<file path="src/rtl/cdfvr_pkg.sv">
package cdfvr_pkg;

    // Operand and product widths of the shared multiplier.
    localparam int MUL_W  = 24;
    localparam int PROD_W = 2 * MUL_W;

    // Field and register widths.
    localparam int SAMPLE_W = 16;
    localparam int VOL_W    = 11;
    localparam int MIX_W    = 7;
    localparam int QUO_W    = 17;

    // Volume quantization masks and reset values.
    localparam logic [VOL_W-1:0] VOL_MASK_HI = 11'h7fc;
    localparam logic [VOL_W-1:0] VOL_MASK_LO = 11'h003;
    localparam logic [VOL_W-1:0] FULL_VOLUME = 11'h400;
    localparam logic [MIX_W-1:0] FULL_MIX    = 7'd100;

    // Divide by 100 as a multiply by floor(2^30 / 100) and a shift by 30.
    localparam logic [MUL_W-1:0] RECIP_100   = 24'd10737418;
    localparam int               RECIP_SHIFT = 30;
    localparam int               FADE_SHIFT  = 10;

    // Saturation limits of a 16-bit signed result.
    localparam logic [QUO_W-1:0]    MAG_POS_MAX = 17'd32767;
    localparam logic [QUO_W-1:0]    MAG_NEG_MAX = 17'd32768;
    localparam logic [SAMPLE_W-1:0] SAT_POS     = 16'h7fff;
    localparam logic [SAMPLE_W-1:0] SAT_NEG     = 16'h8000;

    // Configuration register indexes.
    typedef enum logic [0:0] {
        CFG_TARGET_VOLUME = 1'b0,
        CFG_MIX_PERCENT   = 1'b1
    } t_cfg_idx;

    // Steps of one channel through the shared multiplier.
    typedef enum logic [1:0] {
        PH_FADE  = 2'd0,
        PH_MIX   = 2'd1,
        PH_RECIP = 2'd2,
        PH_FIX   = 2'd3
    } t_phase;

endpackage

</file>
<file path="src/rtl/cdfvr_mul.sv">
module cdfvr_mul
    import cdfvr_pkg::*;
(
    input  logic [MUL_W-1:0]  i_a,
    input  logic [MUL_W-1:0]  i_b,
    output logic [PROD_W-1:0] o_p
);

    // Unsigned product; the caller registers it.
    assign o_p = {{MUL_W{1'b0}}, i_a} * {{MUL_W{1'b0}}, i_b};

endmodule

</file>
<file path="src/rtl/cdda_fader_volume_ramp.sv">
// Channel  | Direction | Handshake                  | Payload
// input    | in        | i_in_valid / o_in_ready    | i_left_sample, i_right_sample, i_playing
// output   | out       | o_out_valid / i_out_ready  | o_left_out, o_right_out
// config   | in        | i_cfg_we                   | i_cfg_idx, i_cfg_data
//
// A word is taken only while the block is idle, and the next word waits until
// its last step is done: each channel, left then right, passes four steps (fade,
// mix, divide by 100, correction) around one shared 24x24 multiplier.
// The result word sits in an output register, so a new word is accepted while
// the previous result waits; the last step holds until that register is free.
// Reset is synchronous and active low and sets full volume and 100 percent mix.
module cdda_fader_volume_ramp
    import cdfvr_pkg::*;
(
    input  logic                       i_clk,
    input  logic                       i_rst_n,
    input  logic                       i_cfg_we,
    input  logic [0:0]                 i_cfg_idx,
    input  logic [VOL_W-1:0]           i_cfg_data,
    input  logic                       i_in_valid,
    output logic                       o_in_ready,
    input  logic signed [SAMPLE_W-1:0] i_left_sample,
    input  logic signed [SAMPLE_W-1:0] i_right_sample,
    input  logic                       i_playing,
    output logic                       o_out_valid,
    input  logic                       i_out_ready,
    output logic signed [SAMPLE_W-1:0] o_left_out,
    output logic signed [SAMPLE_W-1:0] o_right_out
);

    typedef enum logic {
        S_IDLE,
        S_RUN
    } t_state;

    t_state               r_state;
    t_phase               r_phase;
    logic                 r_chan;
    logic [VOL_W-1:0]     r_tgt_vol;
    logic [MIX_W-1:0]     r_mix;
    logic [VOL_W-1:0]     r_cur_vol;
    logic [VOL_W-1:0]     r_mulq;
    logic [SAMPLE_W-1:0]  r_mag_l;
    logic [SAMPLE_W-1:0]  r_mag_r;
    logic                 r_neg_l;
    logic                 r_neg_r;
    logic [MUL_W-1:0]     r_acc;
    logic [QUO_W-1:0]     r_quo;
    logic [SAMPLE_W-1:0]  r_res_l;
    logic                 r_out_valid;
    logic [SAMPLE_W-1:0]  r_out_l;
    logic [SAMPLE_W-1:0]  r_out_r;

    logic [VOL_W-1:0]     n_cur_vol;
    logic [VOL_W-1:0]     n_mulq;
    logic                 w_accept;
    logic                 w_out_free;
    logic [SAMPLE_W-1:0]  w_mag_l;
    logic [SAMPLE_W-1:0]  w_mag_r;
    logic [SAMPLE_W-1:0]  w_mag;
    logic                 w_neg;
    logic [MUL_W-1:0]     w_mul_a;
    logic [MUL_W-1:0]     w_mul_b;
    logic [PROD_W-1:0]    w_prod;
    logic [MUL_W:0]       w_q100;
    logic [MUL_W:0]       w_rem;
    logic [QUO_W-1:0]     w_q_fix;
    logic [SAMPLE_W-1:0]  w_res;

    assign w_accept    = i_in_valid && o_in_ready;
    assign w_out_free  = !r_out_valid || i_out_ready;
    assign o_in_ready  = (r_state == S_IDLE);
    assign o_out_valid = r_out_valid;
    assign o_left_out  = $signed(r_out_l);
    assign o_right_out = $signed(r_out_r);

    // Sample magnitudes; truncation toward zero is a floor on the magnitude.
    assign w_mag_l = i_left_sample[SAMPLE_W-1]
                   ? (16'd0 - $unsigned(i_left_sample)) : $unsigned(i_left_sample);
    assign w_mag_r = i_right_sample[SAMPLE_W-1]
                   ? (16'd0 - $unsigned(i_right_sample)) : $unsigned(i_right_sample);

    // Quantized fader multiplier and the volume step toward the setpoint.
    always_comb begin
        if (!i_playing) begin
            n_mulq = '0;
        end else if ((r_cur_vol & VOL_MASK_HI) != '0) begin
            n_mulq = r_cur_vol & VOL_MASK_HI;
        end else begin
            n_mulq = r_cur_vol & VOL_MASK_LO;
        end
        if (!i_playing) begin
            n_cur_vol = r_cur_vol;
        end else if (r_cur_vol < r_tgt_vol) begin
            n_cur_vol = r_cur_vol + 11'd1;
        end else if (r_cur_vol > r_tgt_vol) begin
            n_cur_vol = r_cur_vol - 11'd1;
        end else begin
            n_cur_vol = r_cur_vol;
        end
    end

    assign w_mag = r_chan ? r_mag_r : r_mag_l;
    assign w_neg = r_chan ? r_neg_r : r_neg_l;

    // Operand selection for the shared multiplier.
    always_comb begin
        unique case (r_phase)
            PH_FADE: begin
                w_mul_a = {{(MUL_W-SAMPLE_W){1'b0}}, w_mag};
                w_mul_b = {{(MUL_W-VOL_W){1'b0}}, r_mulq};
            end
            PH_MIX: begin
                w_mul_a = {{(MUL_W-QUO_W){1'b0}}, r_acc[QUO_W-1:0]};
                w_mul_b = {{(MUL_W-MIX_W){1'b0}}, r_mix};
            end
            PH_RECIP: begin
                w_mul_a = r_acc;
                w_mul_b = RECIP_100;
            end
            default: begin
                w_mul_a = '0;
                w_mul_b = '0;
            end
        endcase
    end

    cdfvr_mul u_mul (
        .i_a (w_mul_a),
        .i_b (w_mul_b),
        .o_p (w_prod)
    );

    // The reciprocal quotient can be one short; fix it, then apply sign and clamp.
    always_comb begin
        w_q100  = ({8'd0, r_quo} << 6) + ({8'd0, r_quo} << 5) + ({8'd0, r_quo} << 2);
        w_rem   = {1'b0, r_acc} - w_q100;
        w_q_fix = r_quo + {{(QUO_W-1){1'b0}}, (w_rem >= 25'd100)};
        if (!w_neg) begin
            w_res = (w_q_fix > MAG_POS_MAX) ? SAT_POS : w_q_fix[SAMPLE_W-1:0];
        end else begin
            w_res = (w_q_fix > MAG_NEG_MAX) ? SAT_NEG : (16'd0 - w_q_fix[SAMPLE_W-1:0]);
        end
    end

    // Sequencer, configuration registers and output register.
    always_ff @(posedge i_clk) begin
        if (!i_rst_n) begin
            r_state     <= S_IDLE;
            r_phase     <= PH_FADE;
            r_chan      <= 1'b0;
            r_tgt_vol   <= FULL_VOLUME;
            r_mix       <= FULL_MIX;
            r_cur_vol   <= FULL_VOLUME;
            r_out_valid <= 1'b0;
        end else begin
            if (i_cfg_we) begin
                unique case (t_cfg_idx'(i_cfg_idx))
                    CFG_TARGET_VOLUME: r_tgt_vol <= i_cfg_data;
                    CFG_MIX_PERCENT:   r_mix     <= i_cfg_data[MIX_W-1:0];
                    default:           r_mix     <= r_mix;
                endcase
            end

            if (r_out_valid && i_out_ready) begin
                r_out_valid <= 1'b0;
            end

            unique case (r_state)
                S_IDLE: begin
                    if (w_accept) begin
                        r_mag_l   <= w_mag_l;
                        r_mag_r   <= w_mag_r;
                        r_neg_l   <= i_left_sample[SAMPLE_W-1];
                        r_neg_r   <= i_right_sample[SAMPLE_W-1];
                        r_mulq    <= n_mulq;
                        r_cur_vol <= n_cur_vol;
                        r_chan    <= 1'b0;
                        r_phase   <= PH_FADE;
                        r_state   <= S_RUN;
                    end
                end
                S_RUN: begin
                    unique case (r_phase)
                        PH_FADE: begin
                            r_acc   <= {{(MUL_W-QUO_W){1'b0}},
                                        w_prod[FADE_SHIFT+QUO_W-1:FADE_SHIFT]};
                            r_phase <= PH_MIX;
                        end
                        PH_MIX: begin
                            r_acc   <= w_prod[MUL_W-1:0];
                            r_phase <= PH_RECIP;
                        end
                        PH_RECIP: begin
                            r_quo   <= w_prod[RECIP_SHIFT+QUO_W-1:RECIP_SHIFT];
                            r_phase <= PH_FIX;
                        end
                        PH_FIX: begin
                            if (!r_chan) begin
                                r_res_l <= w_res;
                                r_chan  <= 1'b1;
                                r_phase <= PH_FADE;
                            end else if (w_out_free) begin
                                r_out_l     <= r_res_l;
                                r_out_r     <= w_res;
                                r_out_valid <= 1'b1;
                                r_state     <= S_IDLE;
                            end
                        end
                        default: r_phase <= PH_FADE;
                    endcase
                end
                default: r_state <= S_IDLE;
            endcase
        end
    end

    // The volume moves only when a playing word is accepted.
    a_vol_hold: assert property (@(posedge i_clk) disable iff (!i_rst_n)
        !(w_accept && i_playing) |=> $stable(r_cur_vol))
        else $error("fader volume changed without a played word");

    // The volume moves by at most one step per word.
    a_vol_step: assert property (@(posedge i_clk) disable iff (!i_rst_n)
        w_accept |=> (r_cur_vol == $past(r_cur_vol))
                  || (r_cur_vol == $past(r_cur_vol) + 11'd1)
                  || (r_cur_vol == $past(r_cur_vol) - 11'd1))
        else $error("fader volume moved by more than one step");

    // The reciprocal quotient is never more than one short.
    a_rem_bound: assert property (@(posedge i_clk) disable iff (!i_rst_n)
        (r_state == S_RUN && r_phase == PH_FIX) |-> (w_rem < 25'd200))
        else $error("divide by 100 correction out of range");

    // A result appears only at the end of a computation.
    a_out_from_run: assert property (@(posedge i_clk) disable iff (!i_rst_n)
        $rose(r_out_valid) |-> ($past(r_state) == S_RUN && $past(r_chan)))
        else $error("result word raised outside the last step");

endmodule

</file>
<file path="config.mk">
export PLATFORM = sky130hd
export DESIGN_NAME = cdda_fader_volume_ramp
export DESIGN_NICKNAME = d
export VERILOG_FILES = /design/src/rtl/cdfvr_pkg.sv /design/src/rtl/cdfvr_mul.sv /design/src/rtl/cdda_fader_volume_ramp.sv
export SDC_FILE = /design/constraint.sdc
export NUM_CORES = 1
export LEC_CHECK = 0
export ABC_CLOCK_PERIOD_IN_PS = 11170
export BUFFER_PORTS_ARGS = -buffer_cell sky130_fd_sc_hd__buf_2
export CORE_ASPECT_RATIO = 0.5
export CORE_MARGIN = 2
export CORE_UTILIZATION = 65
export CTS_BUF_LIST = sky130_fd_sc_hd__clkbuf_16
export DETAILED_ROUTE_END_ITERATION = 16
export PLACE_DENSITY_LB_ADDON = 0.3
export SKIP_CTS_REPAIR_TIMING = 1
export SLEW_MARGIN = 5
export SYNTH_ARGS = -nofsm -noshare
export SYNTH_HDL_FRONTEND = slang
export SYNTH_SLANG_ARGS = --single-unit
</file>
<file path="constraint.sdc">
create_clock -name i_clk -period 11.17 [get_ports i_clk]
set_input_delay 2.234 -clock i_clk [delete_from_list [all_inputs] [get_ports i_clk]]
set_output_delay 2.234 -clock i_clk [all_outputs]
set_load 0.02 [all_outputs]
</file>
After elaboration in Yosys (flattened, before gate mapping)

Cells that the tools add are included.

Register bits after elaboration: 168
Input port bits: 50
Logic and storage cells: 94

Add/subtract/negate cells: 9
Multiply operators: 1
$lt $le $gt $ge: 5
Eq/ne operators: 6
Mux-type cells: 29
Bitwise operators: 4
Reductions and logical operators: 20

Operators with widths:

| cell                    | count |
|---|---|
| $pmux W24 S3            | 2 |
| $mux W16                | 4 |
| $pmux W24 S2            | 1 |
| $sub A1 B16 Y16 const A | 3 |
| $mul A24 B24 Y47        | 1 |
| $mux W15                | 2 |
| $add A24 B19 Y25        | 1 |
| $ge A25 B7 Y1 const B   | 1 |
| $sub A24 B25 Y25        | 1 |
| $add A23 B22 Y24        | 1 |
| $mux W11                | 2 |
| $add A17 B1 Y17         | 1 |
| $gt A17 B15 Y1 const B  | 1 |
| $gt A17 B16 Y1 const B  | 1 |
| $mux W1                 | 12 |
| $add A11 B1 Y11 const B | 1 |
| $gt A11 B11 Y1          | 1 |
| $lt A11 B11 Y1          | 1 |
| $reduce_bool A11 Y1     | 1 |
| $sub A11 B1 Y11 const B | 1 |
| $reduce_and A2 Y1       | 5 |
| $reduce_and A3 Y1       | 3 |
| $pmux W2 S4             | 1 |
| $reduce_and A4 Y1       | 2 |
| other kinds (15)        | 24 |

Logic depth before layout (Yosys ltp)

Word-level depth: 8
Gate-level depth with buffers: 33

Modules after synthesis

A second synthesis with hierarchy kept.

Cell total of the unflattened synthesis: 3207
Area, all modules: 29828.6 µm²

By module, submodules not included:

| module                 | instances | cells an instance | area an instance (µm²) | sequential area each (µm²) |
|---|---|---|---|---|
| cdfvr_mul              | 1         | 2182              | 19093.3                | 0.0 |
| cdda_fader_volume_ramp | 1         | 1025              | 10735.3                | 4704.5 |

Worst setup path before layout

Ideal clock, no wire load.

Kind: register to register
Start point: register r_phase[0]
End point: register r_quo[13], data pin
Data arrival time: 7.631 ns
Path slack: 3.279 ns
Cell stages (with the launch flop): 31
Buffers on the path: 2
Period minus slack after synthesis: 7.891 ns
Cell sequence: dfxtp_1 inv_1 ha_1 clkbuf_1 inv_2 nand2_1 clkbuf_1 a22o_1 nand2b_1 nor2_1 ha_1 fa_1 inv_1 fa_1 fa_1 inv_1 fa_1 inv_1 fa_1 fa_1 inv_1 ha_1 a21o_1 a211o_1 o22ai_1 nor2_1 a211oi_1 o21ai_1 and4_1 a41oi_1 xnor2_1

Cells in the longest elaborated chain, start to end: 3
Elaborated cells between the ends (all ways): 6
Those cells by class: 1 x mul; 2 x eq/ne; 2 x mux; 1 x reduce/logical

RTL lines:

| element                                    | RTL line                      | RTL |
|---|---|---|
| start: declaration                         | cdda_fader_volume_ramp.sv:37  | `t_phase r_phase;` |
| start signal: assignment                   | cdda_fader_volume_ramp.sv:150 | `r_phase <= PH_FADE;` |
| start signal: assignment                   | cdda_fader_volume_ramp.sv:179 | `r_phase <= PH_FADE;` |
| start signal: assignment                   | cdda_fader_volume_ramp.sv:188 | `r_phase <= PH_MIX;` |
| $eq A2 B2 Y1, or another cell as far along | cdda_fader_volume_ramp.sv:108 | `unique case (r_phase)` |
| $pmux W24 S3                               | cdda_fader_volume_ramp.sv:108 |  |
| $mul A24 B24 Y47 (*)                       | cdfvr_mul.sv:10               | `assign o_p = {{MUL_W{1'b0}}, i_a} * {{MUL_W{1'b0}}, i_b};` |
| net u_mul.o_p[43]                          | cdfvr_mul.sv:6                | `output logic [PROD_W-1:0] o_p` |
| end signal: assignment                     | cdda_fader_volume_ramp.sv:195 | `r_quo <= w_prod[RECIP_SHIFT+QUO_W-1:RECIP_SHIFT];` |
| end: declaration                           | cdda_fader_volume_ramp.sv:48  | `logic [QUO_W-1:0] r_quo;` |

Mark *: on every way through the listed nets, which the timed path passes. The rest lies on a longest branch.
A chain may end at the register's enable or synchronous reset.

Worst setup path in the final report

Ends and elaborated chain as after synthesis.

==> results.py <==
metrics = {
    "grt": {
        "grt_max_degree": 47,
        "first_global_vias": 19200,
        "grt_pass1_wl_um": 110000,
        "antenna_found_initial": 0,
        "overflow": 0,
        "grt.total_usage_pct": 37.0,
    },
    "sta": {
        "worst_pin_slew_ns": 1.27,
        "period_share_pct": 83.8,
        "slew_headroom_pct": 15.6,
        "period_needed_ns": 9.36,
        "slew_viol_final": 0,
        "hold_violations": 0,
        "tns_ns": 0,
        "finClkSkew_ns": 0.0170,
        "rsz0062_at_grt": "false",
        "setup_viol_count_final": 0,
        "timing.fmax_ghz": 0.107,
    },
    "run": {
        "maxCapViolations": 0,
    },
    "worst_setup_path": {
        "worst_ep_arrival_time_ns": 9.56,
        "start_kind": "flip-flop",
        "critPathCaptureType": "flip-flop",
        "cp.required_ns": 11.37,
        "worstSetupPathType": "flip-flop to flip-flop",
        "r2r-start": "r_phase[0]",
        "reg2reg_slack_ns": 1.81,
        "cp-startpoint": "r_phase[0]",
        "timing.critical_path.fanout_max": 18,
    },
    "cts": {
        "clk_path_buf_depth": 2,
        "clk_latency_ns": 0.45,
        "cts_buffers": 17,
        "cts_tree": "built",
        "cts-root-buf": "clkbuf_16",
        "path_clk_slew_ns": 0.08,
        "h-tree-depth": 4,
        "clock_sinks": 168,
    },
    "final_layout": {
        "final_util_pct": 70.9,
        "multi_input_area_um2": 18100,
        "diodes": 0,
        "nFillCells": 2856,
        "nNetsFinal": 3425,
        "drive_gt1_share_pct": 6.80,
        "area_growth_pct": 6.61,
        "final_cell_mix": "536 x inv_1, 369 x fa_1, 312 x ha_1",
        "layout_commonest_cell": "inv_1",
        "regArea_um2": 4700,
    },
    "synthesis": {
        "yosys_warnings": 0,
        "synth_top_area_share_pct": 29.5,
        "syn-num-nets": 3362,
        "synth_area_um2": 25000,
        "yosysSeqAreaShare_pct": 18.8,
        "async_reset_ff_share_pct": 0,
        "synth_area_leaders": "fa_1 29%, edfxtp_1 16%, ha_1 16%, inv_1 8.0%, nand2_1 4.1%",
        "syn_inst": 2630,
        "ys_types": 73,
        "synth.largest_area_cell": "fa_1",
        "synth-edff-count": 134,
        "synth_flop_cell": "edfxtp_1",
        "syn_area_per_cell_um2": 9.52,
        "ys_ff_latch": 168,
    },
    "route": {
        "wirelength_um": 71100,
        "dr.pass1.iters": 8,
        "num_vias": 19300,
        "routedWlPerCell_um": 22.1,
        "viasPerCell": 5.98,
        "drt_iter0_markers": 2270,
        "ant_nets": 0,
        "route.detailed.drc": 0,
    },
    "place": {
        "routabilityCongestion": 1.07,
        "dp_hpwl_um": 59900,
        "portBuffers": 83,
    },
    "floorplan": {
        "io_pins": 84,
        "fp.dieW_um": 282,
        "die_height_um": 143,
        "start_util_pct": 66.5,
        "num_rows": 50,
        "dieArea_um2": 40200,
        "core_um2": 37700,
    },
    "min_path": {
        "hp-class": "flip-flop to flip-flop",
        "hold_start": "r_res_l[13]",
    },
    "outcome": {
        "status": "finished, final reports clean",
    },
}
-- flip-flops by register name, summed over array words and instances, names as in the netlist --
name         count
o_left_out      16
o_out_valid      1
o_right_out     16
r_acc           24
r_chan           1
r_cur_vol       11
r_mag_l         16
r_mag_r         16
r_mix            7
r_mulq          11
r_neg_l          1
r_neg_r          1
r_phase          2
r_quo           17
r_res_l         16
r_state          1
r_tgt_vol       11
-- final cells by class --
type	instances	share of cell area, %
inverter	540	7.59
timing repair buffer	106	2.20
clock inverter	15	0.773
sequential	168	17.6
tap	520	2.44
multi-input combinational	1860	67.8
clock buffer	17	1.59
-- cells in the mapped netlist, types with 5 or more instances --
cell / count
a211oi_1: 13
a21boi_0: 22
a21o_1: 35
a21oi_1: 81
a22o_1: 19
a22oi_1: 8
a311oi_1: 9
a31oi_1: 13
a41oi_1: 6
and2_1: 36
and3_1: 9
clkbuf_1: 56
dfxtp_1: 34
edfxtp_1: 134
fa_1: 369
ha_1: 313
inv_1: 536
mux2_2: 19
mux2i_1: 13
nand2_1: 274
nand2b_1: 31
nand3_1: 23
nand4_1: 15
nand4b_1: 5
nor2_1: 169
nor2b_1: 44
nor3_1: 37
nor4_1: 7
o211ai_1: 5
o21a_1: 14
o21ai_0: 59
o21ai_1: 13
o21bai_1: 9
o22ai_1: 7
o31ai_1: 11
or2_2: 5
or3_1: 13
xnor2_1: 76
xor2_1: 26
-- path summary, 6_finish.rpt --
kind                     to  depth (start not counted)
max               r_quo[13]                         27
min          o_left_out[13]                          0
max reg2reg       r_quo[13]                         27
min reg2reg  o_left_out[13]                          0
-- per-layer routing --
layer	up-vias	global-route usage (%)	part of all wire, %
met4	2	7.61	2.0
met3	135	16.7	15
met2	1181	53.6	41
li1	8625	-	-
met5	-	0.733	0.049
met1	9358	51.3	41
-- through the flow --
step	std cells	setup slack (ns)	hold WS (ns)	area, um^2
final	3226	1.81	0.419	26700
after global routing	3226	1.47	0.427	26700
after CTS	3226	1.98	0.423	26700
after detailed placement	3194	2.05	0.405	26100
after global placement	3194	2.20	0.400	26100
after floorplan	2630	3.28	0.400	25000
-- worst max-delay path, stage by stage, from the launching register on --
cell and delay [ns]:
dfxtp_1 0.35, inv_1 0.13, ha_1 0.16, buf_4 0.24, inv_2 0.20, nand2_1 0.55
a22o_1 0.52, nand2b_1 0.21, nor2_1 0.53, fa_1 0.57, ha_1 0.35, fa_1 0.55
fa_1 0.52, fa_1 0.57, inv_1 0.06, fa_1 0.52, fa_1 0.55, inv_1 0.04
ha_1 0.37, a21o_1 0.19, a211o_1 0.30, o22ai_1 0.25, nor2_1 0.09, a211oi_1 0.47
o21ai_1 0.20, and4_1 0.26, a41oi_1 0.26, xnor2_1 0.10
-- cell families after synthesis --
| kind of cell | count (synthesis) | synth area share (%) |
|---|---|---|
| flip-flops | 168 | 18.8 |
| buffers and inverters | 602 | 9.03 |
| adder cells (fa/ha/maj) | 682 | 45.1 |
| multiplexers | 32 | 1.37 |
| XOR/XNOR | 102 | 3.57 |
| AO/OA/AOI/OAI | 350 | 9.18 |
| AND/OR/NAND/NOR | 694 | 12.9 |
Power is not shown: default switching activity piles up to over one toggle a cycle in this logic, so the estimate is an artifact.
